$ cat src/rtl/core/lpme_pkg.sv
// Package with the constants, types and request codes of the lattice polymer move engine.
package lpme_pkg;

   localparam int ChainLenDefault = 64;
   localparam int CoordWidth = 7;
   localparam int IndexWidth = 6;
   localparam int E2eWidth = 12;
   localparam int GyrWidth = 21;

   typedef enum logic [1:0] {
      REQ_REPTATE = 2'd0,
      REQ_PIVOT   = 2'd1,
      REQ_READ    = 2'd2,
      REQ_RSVD    = 2'd3
   } req_code_type;

   typedef enum logic [1:0] {
      DIR_MINUS_X = 2'd0,
      DIR_PLUS_X  = 2'd1,
      DIR_MINUS_Y = 2'd2,
      DIR_PLUS_Y  = 2'd3
   } dir_code_type;

   typedef enum logic [1:0] {
      SYM_ROT_CCW  = 2'd0,
      SYM_ROT_CW   = 2'd1,
      SYM_MIRROR_Y = 2'd2,
      SYM_MIRROR_X = 2'd3
   } sym_code_type;

   typedef enum logic [4:0] {
      ST_IDLE   = 5'b00001,
      ST_CHECK  = 5'b00010,
      ST_UPDATE = 5'b00100,
      ST_STATS  = 5'b01000,
      ST_REPLY  = 5'b10000
   } state_type;

   // Controls sent from the sequencer to every cell of the chain.
   typedef struct packed {
      logic shift_down;
      logic shift_up;
      logic load_head;
      logic commit_seg;
      logic translate;
      logic rotate;
   } cell_ctrl_type;

endpackage

$ cat src/rtl/core/lpme_cell.sv
// One chain cell holding a monomer position; it loads the pivot image on commit.
module lpme_cell
   import lpme_pkg::*;
(
   input  logic                  clock,
   input  logic                  reset,
   input  cell_ctrl_type         ctrl,
   input  logic [CoordWidth-1:0] init_x,
   input  logic [CoordWidth-1:0] init_y,
   input  logic [CoordWidth-1:0] head_x,
   input  logic [CoordWidth-1:0] head_y,
   input  logic                  is_head,
   input  logic                  in_segment,
   input  logic [CoordWidth-1:0] seg_x,
   input  logic [CoordWidth-1:0] seg_y,
   input  logic [CoordWidth-1:0] shift_x,
   input  logic [CoordWidth-1:0] shift_y,
   input  logic [CoordWidth-1:0] lo_x,
   input  logic [CoordWidth-1:0] lo_y,
   input  logic [CoordWidth-1:0] hi_x,
   input  logic [CoordWidth-1:0] hi_y,
   output logic [CoordWidth-1:0] pos_x,
   output logic [CoordWidth-1:0] pos_y
);

   logic [CoordWidth-1:0] x_ff, x_in, y_ff, y_in;

   always_comb begin
      x_in = x_ff;
      y_in = y_ff;
      if (ctrl.load_head && is_head) begin
         x_in = head_x;
         y_in = head_y;
      end else if (ctrl.shift_down) begin
         x_in = lo_x;
         y_in = lo_y;
      end else if (ctrl.shift_up) begin
         x_in = hi_x;
         y_in = hi_y;
      end else if (ctrl.rotate) begin
         x_in = hi_x;
         y_in = hi_y;
      end else if (ctrl.commit_seg && in_segment) begin
         x_in = seg_x;
         y_in = seg_y;
      end else if (ctrl.translate) begin
         x_in = x_ff + shift_x;
         y_in = y_ff + shift_y;
      end
   end

   always_ff @(posedge clock) begin
      if (reset) begin
         x_ff <= init_x;
         y_ff <= init_y;
      end else begin
         x_ff <= x_in;
         y_ff <= y_in;
      end
   end

   assign pos_x = x_ff;
   assign pos_y = y_ff;

endmodule

$ cat config.mk
export PLATFORM = sky130hd
export DESIGN_NAME = lpme_cell
export DESIGN_NICKNAME = d
export VERILOG_FILES = /design/src/rtl/core/lpme_pkg.sv /design/src/rtl/core/lpme_cell.sv
export SDC_FILE = /design/constraint.sdc
export NUM_CORES = 1
export LEC_CHECK = 0
export BUFFER_PORTS_ARGS = -buffer_cell sky130_fd_sc_hd__buf_2
export CORE_MARGIN = 5
export CORE_UTILIZATION = 35
export DETAILED_ROUTE_END_ITERATION = 16
export PLACE_DENSITY = 0.69
export SYNTH_ARGS = -nofsm -noshare
export SYNTH_HDL_FRONTEND = slang
export SYNTH_SLANG_ARGS = --single-unit
$ cat constraint.sdc
create_clock -name clock -period 3 [get_ports clock]
set_input_delay 0.3 -clock clock [delete_from_list [all_inputs] [get_ports clock]]
set_output_delay 0.3 -clock clock [all_outputs]
set_load 0.02 [all_outputs]
==> flow_summary_export.csv, run 1 <==
group,metric,value,unit
die,start_util,35.6,%
setup_path,cp_top_family,"compound AO/OA/AOI/OAI gates",
placement,dpl_cell_area,2390,µm²
synth,syn-instance-count,224,
setup_path,count_of_buffer_and_inverter_cells_on_the_critical_path,0,
setup_path,max_stage_delay,0.43,ns
synth,synthArstFlopShare,0,%
flow_run,max_cap_violations,0,
synth,synth_seq_area_share,23.3,%
placement,port_buffers,107,
setup_path,timing.critical_path.cells,"ha_1, fa_1, a211o_1, a2111o_1, a41oi_1, o21ai_1",
finish,flow.area_growth_from_synthesis,34.3,%
finish,number_of_nets_in_the_finished_design,435,
die,ioPinCount,108,
setup_path,critPathArrivalTime,2.31,ns
detailed_routing,avgRoutedWirePerCell,16.8,µm
clocking,cts_buffers,3,
setup_path,critPathLaunchType,"register",
timing,rsz0062_at_grt,"no",
global_routing,grt_pass1_wl,10300,µm
synth,synth_flop_cell,"edfxtp_1",
timing,setup-violations-final,0,
setup_path,setup.worst_path.end_class,"register",
die,dieHeight,81.9,µm
die,die_area,6700,µm²
clocking,tritoncts_clock_tree,"yes",
placement,hpwlAfterDp,5390,µm
synth,postSynthAreaPerCell,8.07,µm²
setup_path,critPathMaxFanout,3,
placement,place_congestion,0.929,
finish,antenna_cells_inserted,0,
power_and_ir_drop,design_power_total,0.835,mW
timing,final.min_clock_period,2.33,ns
detailed_routing,antenna_violating_nets_post_route,0,
timing,max_slew_margin,50.1,%
global_routing,grt_max_degree,32,
global_routing,total_global_routing_overflow,0,
setup_path,critical_path_class,"reg -> reg",
die,site_row_count,26,
placement,dp_slack,0.656,ns
timing,timing.final.crit_share,77.7,%
power_and_ir_drop,leakagePower,1.14,nW
global_routing,first_global_vias,2135,
setup_path,critPathSlowestCell,"fa_1",
detailed_routing,via_per_inst,5.53,
finish,fillerInstances,532,
clocking,cts_post_setup_buffers_inserted,0,
global_routing,antenna_found_initial,0,
synth,synthesis.area,1810,µm²
clocking,cts.path.max_buffers,2,
detailed_routing,detail_route.drc_violations,0,
synth,synth_cell_types,51,
timing,timing.setup.tns,0,ns
clocking,worst_skew_pair.late_latency,0.25,ns
finish,stdcell_area,2430,µm²
status,run_status,"finished clean",
power_and_ir_drop,ir_worst_vdd,0.000174,V
min_path,hold_path_class,"in -> reg",
synth,yosys_warnings,0,
timing,timing.clock.skew,0.00262,ns
synth,synthesis.nets,332,
clocking,clock-sinks,14,
detailed_routing,dr_total_vias,2186,
die,die-width,81.9,µm
global_routing,groute.usage.overall,19.7,%
power_and_ir_drop,p_per_area,344,nW/µm²
clocking,post_cts_hold_buffer_count,0,
detailed_routing,drtPass1Iterations,5,
die,core_area,5070,µm²
clocking,post_cts.resized_instances,0,
timing,layout_setup_ws,0.670,ns
timing,timing.final.hold_violations,0,
clocking,ctsRootBufferMaster,"clkbuf_8",
timing,slew_violations,0,
synth,synth_edf_count,14,
finish,drive_gt1_share,36.3,%
clocking,cts.clk_slew.worst_paths,0.06,ns
setup_path,required,2.98,ns
timing,timing.fmax,429,MHz
detailed_routing,postRouteWirelength,6620,µm
timing,worst_pin_slew,0.747,ns
clocking,cts_max_level,1,
detailed_routing,number_of_violations_reported_at_the_end_of_detailed_routing_iteration_0,137,
synth,yosys_register_bits,14,
## state kept, by name (all words and copies together), names as in the netlist
name / flops
pos_x: 7
pos_y: 7
## layout make-up
class / instances / area, µm² / share of cell area (%)
tap: 70 / 87.6 / 3.61
clock buffer: 3 / 41.3 / 1.70
timing repair buffer: 110 / 558 / 23.0
inverter: 8 / 30.0 / 1.24
sequential: 14 / 420 / 17.3
multi-input combinational: 190 / 1290 / 53.2
## cells in the final DEF, fill, tap and decap left out, types with 4 or more instances in the layout
master / synthesis / final
a211o_1: 5 / 5
a21o_1: 4 / 4
a21oi_1: 19 / 19
a221o_1: 4 / 4
a221oi_1: 4 / 4
a311o_1: 4 / 4
a31oi_1: 7 / 7
buf_2: 5 / 107
edfxtp_1: 14 / 14
ha_1: 12 / 12
inv_1: 8 / 8
mux2i_1: 4 / 4
nand2_1: 30 / 30
nand3_1: 9 / 9
nor2_1: 13 / 13
nor3_1: 4 / 4
o21ai_0: 8 / 8
o21ai_1: 8 / 8
## per-stage QoR
| stage | std cells | utilization, % | hold WS, ns |
|---|---|---|---|
| final | 395 | 47.9 | 0.345 |
| after global routing | 395 | 47.9 | 0.349 |
| after CTS | 395 | 47.9 | 0.340 |
| after detailed placement | 392 | 47.0 | 0.591 |
| after global placement | 392 | 47.0 | 0.596 |
| after floorplan | 224 | - | 0.499 |
## kinds of logic (layout without fill, tap and decap cells)
group / count (synthesis) / after routing / synth area share [%]
AO/OA/AOI/OAI: 87 / 87 / 34.2
flip-flops: 14 / 14 / 23.3
AND/OR/NAND/NOR: 80 / 80 / 21.9
multiplexers: 5 / 5 / 2.84
buffers and inverters: 20 / 121 / 5.33
XOR/XNOR: 4 / 4 / 1.94
adder cells (fa/ha/maj): 14 / 14 / 10.5
## power breakdown
group | total [mW] | internal [mW] | switching (mW)
registers | 0.257 | 0.243 | 0.0146
clock network | 0.161 | 0.0889 | 0.0723
logic | 0.416 | 0.186 | 0.230
total | 0.835 | 0.518 | 0.317
## synthesized netlist by cell type (5+ instances only)
master     n  area, µm²
a31oi_1    7       43.8
nand3_1    9       45.0
edfxtp_1  14        420
a21oi_1   19       95.1
nand2_1   30        113
nor2_1    13       48.8
inv_1      8       30.0
o21ai_1    8       40.0
a211o_1    5       43.8
buf_2      5       25.0
o21ai_0    8       40.0
ha_1      12        150
## tightest hold or removal path: stages
cell	delay (ns)
buf_2	0.07
nand2_1	0.04
o221ai_1	0.06
## worst paths after layout
path,startpoint,endpoint,slack (ns),cells after the start
setup / recovery,pos_y[0],pos_y[6],0.67,6
hold / removal,init_y[4],pos_y[4],0.34,3
setup reg to reg,pos_y[0],pos_y[6],0.67,6
hold reg to reg,pos_x[6],pos_x[6],0.89,4
## metal layers
layer,vias to the layer above,track usage (%),part of all wire [%]
met3,9,4.06,8.5
met1,990,27.8,45
met5,-,0,0
met2,104,30.5,46
met4,0,4.82,1.1
li1,1083,-,-
Power figures use the tool's default switching activity.
==> run 2: changes to the inputs <==
--- a/config.mk
+++ b/config.mk
@@ -5,11 +5,12 @@
 export SDC_FILE = /design/constraint.sdc
 export NUM_CORES = 1
 export LEC_CHECK = 0
+export ABC_AREA = 1
 export BUFFER_PORTS_ARGS = -buffer_cell sky130_fd_sc_hd__buf_2
 export CORE_MARGIN = 5
 export CORE_UTILIZATION = 35
 export DETAILED_ROUTE_END_ITERATION = 16
-export PLACE_DENSITY = 0.69
+export PLACE_DENSITY = 0.71
 export SYNTH_ARGS = -nofsm -noshare
 export SYNTH_HDL_FRONTEND = slang
 export SYNTH_SLANG_ARGS = --single-unit
==> constraint.sdc (replaced) <==
create_clock -name clock -period 2 [get_ports clock]
set_input_delay 0.2 -clock clock [delete_from_list [all_inputs] [get_ports clock]]
set_output_delay 0.2 -clock clock [all_outputs]
set_load 0.02 [all_outputs]
==> flow_summary_export.csv, run 2 <==
group,metric,value,unit
status,run_status,"finished clean",
global_routing,antenna_found_initial,1,
synth,yosys-top-cells-count,"103 x nand2_1, 42 x nor2_1, 28 x nand3_1",
placement,hpwlAfterDp,4840,µm
min_path,startpoint_of_the_most_critical_hold_path,"init_x[5]",
clocking,cts.clk_slew.worst_paths,0.06,ns
clocking,cts_max_level,1,
clocking,cts.path.max_buffers,2,
detailed_routing,avgRoutedWirePerCell,13.1,µm
finish,mostFrequentLayoutCell,"buf_2",
timing,worst_hold_margin,0.210,ns
global_routing,first_global_vias,2001,
synth,post-synth-top-count-cell,"nand2_1",
synth,synthTopCellsByArea,"edfxtp_1 23%, nand2_1 21%, nor2_1 8.8%",
die,die-width,81.8,µm
finish,fillerInstances,535,
die,start_util,35.7,%
setup_path,setup.worst_path.end_class,"register",
flow_run,max_cap_violations,0,
timing,timing.final.crit_share,99.3,%
synth,synthArstFlopShare,0,%
synth,synth_edf_count,14,
synth,synth_seq_area_share,23.3,%
detailed_routing,drtPass1Iterations,4,
synth,yosys_register_bits,14,
synth,postSynthAreaPerCell,6.41,µm²
synth,synthesis.nets,389,
setup_path,critPathMaxFanout,2,
global_routing,total_global_routing_overflow,0,
synth,synthesis.area,1800,µm²
setup_path,cp-startpoint,"pos_y[0]",
timing,timing.final.hold_violations,0,
die,core_area,5040,µm²
clocking,ctsRootBufferMaster,"clkbuf_8",
finish,flow.area_growth_from_synthesis,36.3,%
finish,number_of_nets_in_the_finished_design,500,
timing,timing.clock.skew,0.00316,ns
detailed_routing,postRouteWirelength,6030,µm
timing,layout_setup_ws,0.0135,ns
synth,post-synth-top-area-fraction,23.3,%
die,dieHeight,81.8,µm
finish,antenna_cells_inserted,0,
synth,syn-instance-count,281,
detailed_routing,dr_total_vias,2133,
detailed_routing,via_per_inst,4.63,
power_and_ir_drop,leakagePower,1.34,nW
synth,synthDominantAreaCellType,"edfxtp_1",
finish,drive_gt1_share,35.0,%
timing,timing.setup.tns,0,ns
power_and_ir_drop,sequentialPowerShare,31.4,%
setup_path,critPathLaunchType,"register",
setup_path,critical_path_class,"reg -> reg",
detailed_routing,number_of_violations_reported_at_the_end_of_detailed_routing_iteration_0,69,
placement,dp_cells,456,
setup_path,required,2.01,ns
die,ioPinCount,108,
die,die_area,6680,µm²
power_and_ir_drop,ir_worst_vdd,0.000198,V
global_routing,grt_max_degree,21,
setup_path,r2r_slack,0.01,ns
placement,dpl_cell_area,2390,µm²
timing,rsz0062_at_grt,"yes",
timing,setup-violations-final,0,
detailed_routing,detail_route.drc_violations,0,
timing,final.min_clock_period,1.99,ns
power_and_ir_drop,p_per_area,496,nW/µm²
placement,dp_slack,-0.00447,ns
timing,slew_violations,0,
setup_path,regToRegEndpoint,"pos_y[4]",
power_and_ir_drop,power.combinational.fraction,47.8,%
synth,synth_flop_cell,"edfxtp_1",
setup_path,critical_r2r_launch,"pos_y[0]",
global_routing,groute.usage.overall,18.2,%
setup_path,worst-r2r-cell-count,12,
detailed_routing,antenna_violating_nets_post_route,0,
clocking,worst_skew_pair.late_latency,0.26,ns
setup_path,timing.critical_path.to,"pos_y[4]",
timing,max_slew_margin,65.9,%
synth,synth_cell_types,30,
power_and_ir_drop,p_int,0.760,mW
finish,final_cell_mix,"107 x buf_2, 100 x nand2_1, 42 x nor2_1",
power_and_ir_drop,power.net_switching,0.459,mW
die,site_row_count,26,
timing,timing.fmax,503,MHz
power_and_ir_drop,power.switching_fraction,37.6,%
power_and_ir_drop,clockPowerShare,20.8,%
clocking,tritoncts_clock_tree,"yes",
clocking,cts_buffers,3,
synth,yosys_warnings,0,
clocking,clock-sinks,14,
setup_path,critPathArrivalTime,2.00,ns
global_routing,grt_pass1_wl,9220,µm
placement,port_buffers,107,
finish,stdcell_area,2460,µm²
finish,layout.core_utilization,48.7,%
power_and_ir_drop,design_power_total,1.22,mW
min_path,hold_path_class,"in -> reg",
placement,place_congestion,0.790,
finish,instances_no_fill,461,
timing,worst_pin_slew,0.509,ns
run 2: cell types whose count changed after synthesis, sizes merged, moves of 5 or more:
cell   previous run  this run
a31oi             7         0
or2               1        11
o21ai            16         4
a211o             5         0
nor2             14        42
nand3             9        28
nand2            30       104
a21oi            20        12
inv               8        16
run 2: worst min path at each step:
stage                     slack, ns  cells past startpoint  endpoint
after floorplan                0.38                      2  pos_x[5]
after global placement         0.48                      3  pos_y[6]
after detailed placement       0.47                      3  pos_x[5]
after CTS                      0.20                      3  pos_x[5]
after global routing           0.22                      3  pos_x[5]
final                          0.21                      3  pos_x[5]
run 2: timing repair:
action	CTS	global route
setup buffers	1	0
hold buffers	0	0
setup endpoints to repair	1	4
endpoints found under the hold margin	0	0
resized for setup	0	4
cloned	0	0
pin swaps	1	1
run 2: logic make-up (layout without fill, tap and decap cells):
logic type / Yosys count / in the layout / synth area share [%]
AOI/OAI and AO/OA: 26 / 26 / 8.89
xor gates and xnor gates: 4 / 4 / 1.94
adders and majority gates: 14 / 14 / 10.6
buffers and inverters: 29 / 139 / 10.0
DFF: 14 / 14 / 23.3
and+or+nand+nor: 194 / 194 / 45.3
run 2: layout make-up:
type / instances / area (µm²) / share of cell area [%]
Tap cell: 70 / 87.6 / 3.57
Inverter: 19 / 76.3 / 3.11
Sequential cell: 14 / 420 / 17.1
Multi-Input combinational cell: 238 / 1220 / 49.8
Timing Repair Buffer: 116 / 603 / 24.6
Clock inverter: 1 / 3.75 / 0.153
Clock buffer: 3 / 41.3 / 1.68
run 2: power groups by stage:
| stage | combinational, mW | sequential, mW | clock [mW] |
|---|---|---|---|
| floorplan | 0.344 | 0.425 | 0 |
| global placement | 0.568 | 0.388 | 0 |
| detailed placement | 0.572 | 0.391 | 0 |
| CTS | 0.578 | 0.384 | 0.267 |
| global route | 0.660 | 0.388 | 0.276 |
| finish | 0.582 | 0.382 | 0.254 |
run 2: per-layer routing:
layer,wire length [µm],share of wire [%],vias to the layer above,track usage [%]
met5,13,0.22,-,0
met1,2680,45,894,24.6
met4,68,1.1,2,5.48
met2,2660,44,90,29.4
met3,598,9.9,7,3.40
li1,-,-,1140,-
run 2: critical path, stage by stage (launching register included):
cell and delay, ns:
edfxtp_1 0.40, ha_2 0.20, fa_2 0.34, nand2_2 0.09, nand2_2 0.06, and2_4 0.13
or2_0 0.19, nand3_1 0.07, nand3_1 0.07, nand2_1 0.06, nand2_1 0.04, nand2_1 0.05
nand2_1 0.05
